===== src/imu_fp_pkg.sv =====
package imu_fp_pkg;

	typedef logic [7:0] byte_t;
	typedef logic signed [15:0] sample_t;

	localparam int STORE_DEPTH = 17;
	localparam int FRAME_BYTES = STORE_DEPTH + 1;
	localparam int CNT_W = $clog2(STORE_DEPTH + 1);

	typedef logic [0:0] reg_index_t;

	localparam reg_index_t REG_SYNC = 1'b0;
	localparam reg_index_t REG_TYPE = 1'b1;

	localparam byte_t SYNC_RESET = 8'h55;
	localparam byte_t TYPE_RESET = 8'h61;

endpackage


===== src/imu_frame_parser.sv =====
// Serial frame parser for a combined IMU data frame.
// The input channel (in_valid, in_stall, rx_byte) carries one received byte
// per request. The parser hunts for the sync byte followed at once by the
// type byte, then collects 18 payload bytes and emits one output request
// with nine signed 16-bit little-endian values on the output channel
// (out_valid, out_stall and the nine value ports).
// A byte is taken into an input register, and the parse step runs between
// that register and the output register, so a byte can be accepted in every
// cycle while no stalled frame holds the output. The last byte of a frame
// waits in the input register, then joins the frame in the output register.
// Sync and type bytes are set through the write port (cfg_wr_en, cfg_index,
// cfg_data), and a new value is used at the next compare.
// Reset returns the parser to hunting, empties both registers and loads
// the default sync and type bytes.
// When the receiver stalls, the finished frame holds on the outputs and the
// input register keeps its byte; in_stall rises only while a byte waits
// behind a stalled frame.
module imu_frame_parser (
	input  logic                 clk,
	input  logic                 arst_n,
	input  logic                 cfg_wr_en,
	input  imu_fp_pkg::reg_index_t cfg_index,
	input  imu_fp_pkg::byte_t    cfg_data,
	input  logic                 in_valid,
	output logic                 in_stall,
	input  imu_fp_pkg::byte_t    rx_byte,
	output logic                 out_valid,
	input  logic                 out_stall,
	output imu_fp_pkg::sample_t  accel_x,
	output imu_fp_pkg::sample_t  accel_y,
	output imu_fp_pkg::sample_t  accel_z,
	output imu_fp_pkg::sample_t  rate_x,
	output imu_fp_pkg::sample_t  rate_y,
	output imu_fp_pkg::sample_t  rate_z,
	output imu_fp_pkg::sample_t  roll_angle,
	output imu_fp_pkg::sample_t  pitch_angle,
	output imu_fp_pkg::sample_t  yaw_angle
);
	import imu_fp_pkg::*;

	typedef enum logic [1:0] {
		PH_HUNT,
		PH_SYNC,
		PH_PAYLOAD
	} phase_t;

	phase_t             phase_q;
	phase_t             phase_d;
	logic [CNT_W-1:0]   count_q;
	logic [CNT_W-1:0]   count_d;
	byte_t              sync_q;
	byte_t              type_q;
	logic               valid_s1;
	byte_t              byte_s1;
	byte_t              store_q [STORE_DEPTH];
	byte_t              frame [FRAME_BYTES];
	logic               store_we;
	logic               emit;
	logic               advance;
	logic               out_valid_q;
	sample_t            sample_q [FRAME_BYTES / 2];

	assign advance  = valid_s1 && (!out_valid_q || !out_stall);
	assign in_stall = valid_s1 && !advance;

	always_comb begin
		phase_d  = phase_q;
		count_d  = count_q;
		store_we = 1'b0;
		emit     = 1'b0;
		case (phase_q)
			PH_SYNC: begin
				if (byte_s1 == type_q) begin
					phase_d = PH_PAYLOAD;
					count_d = '0;
				end else if (byte_s1 != sync_q) begin
					phase_d = PH_HUNT;
				end
			end
			PH_PAYLOAD: begin
				if (count_q < CNT_W'(STORE_DEPTH)) begin
					store_we = 1'b1;
					count_d  = count_q + CNT_W'(1);
				end else begin
					emit    = 1'b1;
					phase_d = PH_HUNT;
					count_d = '0;
				end
			end
			default: begin
				phase_d = (byte_s1 == sync_q) ? PH_SYNC : PH_HUNT;
			end
		endcase
	end

	always_comb begin
		for (int i = 0; i < STORE_DEPTH; i++) begin
			frame[i] = store_q[i];
		end
		frame[STORE_DEPTH] = byte_s1;
	end

	always_ff @(posedge clk or negedge arst_n) begin
		if (!arst_n) begin
			phase_q     <= PH_HUNT;
			count_q     <= '0;
			sync_q      <= SYNC_RESET;
			type_q      <= TYPE_RESET;
			valid_s1    <= 1'b0;
			out_valid_q <= 1'b0;
		end else begin
			if (cfg_wr_en) begin
				case (cfg_index)
					REG_SYNC: sync_q <= cfg_data;
					REG_TYPE: type_q <= cfg_data;
					default: ;
				endcase
			end
			if (!in_stall) begin
				valid_s1 <= in_valid;
			end
			if (advance) begin
				phase_q <= phase_d;
				count_q <= count_d;
			end
			if (advance && emit) begin
				out_valid_q <= 1'b1;
			end else if (!out_stall) begin
				out_valid_q <= 1'b0;
			end
		end
	end

	always_ff @(posedge clk) begin
		if (in_valid && !in_stall) begin
			byte_s1 <= rx_byte;
		end
		if (advance && store_we) begin
			store_q[count_q] <= byte_s1;
		end
		if (advance && emit) begin
			for (int k = 0; k < FRAME_BYTES / 2; k++) begin
				sample_q[k] <= sample_t'({frame[2 * k + 1], frame[2 * k]});
			end
		end
	end

	assign out_valid   = out_valid_q;
	assign accel_x     = sample_q[0];
	assign accel_y     = sample_q[1];
	assign accel_z     = sample_q[2];
	assign rate_x      = sample_q[3];
	assign rate_y      = sample_q[4];
	assign rate_z      = sample_q[5];
	assign roll_angle  = sample_q[6];
	assign pitch_angle = sample_q[7];
	assign yaw_angle   = sample_q[8];

endmodule

===== config.mk =====
export PLATFORM = sky130hd
export DESIGN_NAME = imu_frame_parser
export DESIGN_NICKNAME = d
export VERILOG_FILES = /design/src/imu_fp_pkg.sv /design/src/imu_frame_parser.sv
export SDC_FILE = /design/constraint.sdc
export NUM_CORES = 1
export LEC_CHECK = 0
export BUFFER_PORTS_ARGS = -buffer_cell sky130_fd_sc_hd__clkbuf_2
export CAP_MARGIN = 20
export CORE_MARGIN = 5
export CORE_UTILIZATION = 45
export DETAILED_ROUTE_END_ITERATION = 10
export HOLD_SLACK_MARGIN = 0.03
export PLACE_DENSITY = 0.72
export REMOVE_ABC_BUFFERS = 1
export SETUP_SLACK_MARGIN = 0.2
export SYNTH_ARGS = -nofsm -noshare
export SYNTH_HDL_FRONTEND = slang
export SYNTH_SLANG_ARGS = --single-unit
export TNS_END_PERCENT = 50

===== constraint.sdc =====
create_clock -name clk -period 10.5 [get_ports clk]
set_clock_uncertainty 0.2 [all_clocks]
set_input_delay 0.525 -clock clk [delete_from_list [all_inputs] [get_ports clk]]
set_output_delay 0.525 -clock clk [all_outputs]
set_load 0.05 [all_outputs]

==> qor.csv <==
stage,metric,value,unit
timing,slew_headroom,0.304,
power_and_ir_drop,p_seq_frac,0.550,
floorplan,coreArea,22400,um^2
route,wl_per_cell,20.6,um
yosys,synth-edff-count,288,
clock_network,htree_num_levels,1,
worst_setup_path,cp_top_family,simple AND/OR/NAND/NOR gates,
power_and_ir_drop,sw_frac_of_total,0.197,
timing,final.setup.tns,0,ns
cells_and_area,nets,670,
yosys,syn_area,10100,um^2
worst_setup_path,worstPathMaxFanout,8,
cells_and_area,n_antenna_cell,0,
floorplan,start_util,0.452,
yosys,ys_types,37,
yosys,async_reset_ff_frac,0.0799,
clock_network,cts_tree,built,
worst_setup_path,crit_type,register to register,
route,num_vias,4737,
timing,setup_slack,7.54,ns
timing,finalSetupViolCount,0,
worst_setup_path,critPathRequiredTime,10.45,ns
yosys,yosysMostFrequentCell,edfxtp_1,
timing,max_freq,0.338,GHz
route,vias_per_cell,4.99,
timing,period_share,0.282,
worst_setup_path,r2r_slack,7.54,ns
power_and_ir_drop,power_density,206,nW/um^2
yosys,syn_avg_cell_area,23.6,um^2
placed_design,port_buffers,167,
yosys,ys_top_cells_by_count,"288 x edfxtp_1, 20 x nor2_1, 18 x dfrtp_1",
clock_network,path_clk_slew,0.07,ns
route,drt_iter0_drc,194,
yosys,syn_inst,430,
cells_and_area,syn2layout_area_growth,23.0,%
route,antenna_left,0,
worst_setup_path,critPathMaxStageDelay,0.82,ns
worst_setup_path,worst_path_most_repeated_cell,nand2_4,
placed_design,dpl_cell_area,11300,um^2
placed_design,place_ws,7.55,ns
placed_design,dpl.hpwl,12600,um
cells_and_area,post-route-cell-area,12500,um^2
worst_setup_path,cp_slowest_cell,nor4b_2,
worst_setup_path,end_kind,register,
floorplan,fp.dieH,160,um
worst_setup_path,path_cells,o41ai_4 -> nand2_4 -> nor2_4 -> nand2_4 -> nor4b_2,
clock_network,cts_made_buffers,30,
timing,final-hold-violation-count,0,
timing,finalCriticalPeriod,2.96,ns
global_route,first_global_vias,4962,
yosys,synthFlopType,edfxtp_1,
floorplan,rows,55,
timing,rsz0062_at_grt,false,
route,route.final.wire_length,19600,um
hold_path,min_path_type,input port to register,
cells_and_area,drive_above_1_share,0.373,
global_route,track_usage,0.151,
cells_and_area,fin_util,0.557,
worst_setup_path,worstSetupEndpoint,store_q[16][0]$_DFFE_PP_,
worst_setup_path,worst-path-stages,5,
power_and_ir_drop,power_frac_comb,0.032,
worst_setup_path,path_buf_inv,0,
worst_setup_path,crit-reg2reg-capture,store_q[16][0]$_DFFE_PP_,
power_and_ir_drop,leakage,0.00443,uW
yosys,post-synth-top-area-cell,edfxtp_1,
worst_setup_path,r2r-start,count_q[3]$_DFFE_PN0P_,
timing,slew_viol_final,0,
hold_path,min_from,cfg_data[0],
power_and_ir_drop,p_int,2060,uW
route,drtPass1Iterations,4,
placed_design,finalWeightedCongestion,0.781,
floorplan,fp.dieW,160,um
yosys,ys_top_cells_by_area,"edfxtp_1 85%, dfrtp_1 4.4%, dfstp_2 1.8%, mux2_2 1.8%, xnor2_1 1.4%",
route,drc_errors,0,
global_route,overflow,0,
power_and_ir_drop,p_clk_frac,0.417,
floorplan,io_pins,168,
timing,tightestPinTransition,1.04,ns
global_route,grt_max_degree,78,
outcome,status,"complete, no violations",
worst_setup_path,r2r_cells,5,
global_route,grt_pass1_wl,29800,um
clock_network,clockBufferDepth,3,
yosys,synth_top_area_frac,0.852,
power_and_ir_drop,power,2570,uW
power_and_ir_drop,power_switching,505,uW
clock_network,insertion_delay,0.53,ns
worst_setup_path,worstSetupStartpoint,count_q[3]$_DFFE_PN0P_,
global_route,antenna_found_initial,0,
clock_network,cts_sinks,313,
yosys,ys_warn_count,0,
worst_setup_path,arrival,2.90,ns
yosys,ys_ff_latch,313,
clock_network,cts_root_buffer,clkbuf_16,
job,drv_cap,0,
floorplan,dieArea,25700,um^2
power_and_ir_drop,peakVddDrop,0.0976,mV
worst_setup_path,crit_path_start_kind,register,
yosys,seq_area_frac_synth,0.915,
## kinds of logic (layout without fill, tap and decap cells)
family / Yosys count / count (layout) / share of synthesized area
AOI/OAI and AO/OA: 14 / 14 / 0.0120
adders and majority gates: 6 / 6 / 0.00740
muxes: 18 / 18 / 0.0197
DFF: 313 / 313 / 0.915
and+or+nand+nor: 55 / 55 / 0.0288
buffers and inverters: 8 / 242 / 0.00370
xor gates and xnor gates: 16 / 16 / 0.0138
## layout make-up
cell class	count	area (um^2)
tap	285	357
inverter	6	22.5
sequential	313	9280
multi-input combinational	109	837
clock inverter	16	185
fill	1689	9950
clock buffer	38	822
timing repair buffer	182	981
## cell usage in the layout (no fill, tap or decap), types with 2 or more instances in the layout
master | synthesis | final
nor2_4 | 1 | 2
o2bb2ai_1 | 2 | 2
bufinv_16 | 0 | 4
xnor2_1 | 16 | 16
nand3b_1 | 2 | 2
nand4_1 | 4 | 4
dlygate4sd3_1 | 0 | 13
nand2_4 | 2 | 2
inv_1 | 6 | 6
mux2i_1 | 2 | 2
nor3_1 | 2 | 2
edfxtp_1 | 288 | 288
clkbuf_2 | 0 | 167
dfstp_2 | 7 | 7
ha_1 | 6 | 6
nand2_1 | 9 | 9
clkbuf_16 | 0 | 31
clkinv_2 | 0 | 7
clkinv_1 | 0 | 3
buf_4 | 0 | 2
dfrtp_1 | 18 | 18
clkbuf_1 | 1 | 5
mux2_2 | 16 | 16
nand3_1 | 6 | 6
o21ai_0 | 2 | 2
a31oi_1 | 2 | 2
clkbuf_8 | 0 | 2
nor2_1 | 20 | 19
and2_1 | 2 | 2
## through the flow
| step | cells | hold slack (ns) |
|---|---|---|
| after detailed placement | 882 | 0.205 |
| after CTS | 949 | 0.0316 |
| after floorplan | 428 | 0.0294 |
| after global routing | 949 | 0.0312 |
| after global placement | 882 | 0.206 |
| final | 949 | 0.0585 |
## how the worst min path moves through the flow
stage          depth (start not counted)  slack (ns)                   endpoint
2_1_floorplan                          0        0.03     count_q[0]$_DFFE_PN0P_
3_3_place_gp                           0        0.21  sample_q[0][74]$_DFFE_PP_
3_5_place_dp                           0        0.20  sample_q[0][10]$_DFFE_PP_
4_1_cts                                2        0.03      sync_q[0]$_DFFE_PN1P_
5_1_grt                                2        0.03      sync_q[0]$_DFFE_PN1P_
6_report                               2        0.06      sync_q[0]$_DFFE_PN1P_
## sequential cells by signal, summed over array words and instances, names as in the netlist
| name | count |
|---|---|
| byte_s1 | 8 |
| count_q | 5 |
| out_valid | 1 |
| phase_q | 2 |
| sample_q | 144 |
| store_q | 136 |
| sync_q | 8 |
| type_q | 8 |
| valid_s1 | 1 |
## layer usage
layer	track usage	routed length (um)	vias to the layer above
met4	0.0305	267	0
met5	0	0	-
li1	-	-	2104
met1	0.198	8060	2435
met3	0.0413	1380	28
met2	0.257	9850	170
## power by group through the flow
| stage | combinational [uW] | clock (uW) | sequential [uW] |
|---|---|---|---|
| 3_3_place_gp | 80.1 | 0 | 1440 |
| 6_report | 83.4 | 1070 | 1410 |
| 4_1_cts | 85.5 | 1100 | 1410 |
| 3_5_place_dp | 81.1 | 0 | 1440 |
| 5_1_grt | 92.3 | 1150 | 1420 |
| 2_1_floorplan | 56.4 | 0 | 1420 |
## what timing repair did
action	in CTS	in global routing
buffers inserted	0	0
hold buffers	13	0
endpoints found under the hold margin	31	0
resized for setup	0	0
(Power assumes the default switching activity.)
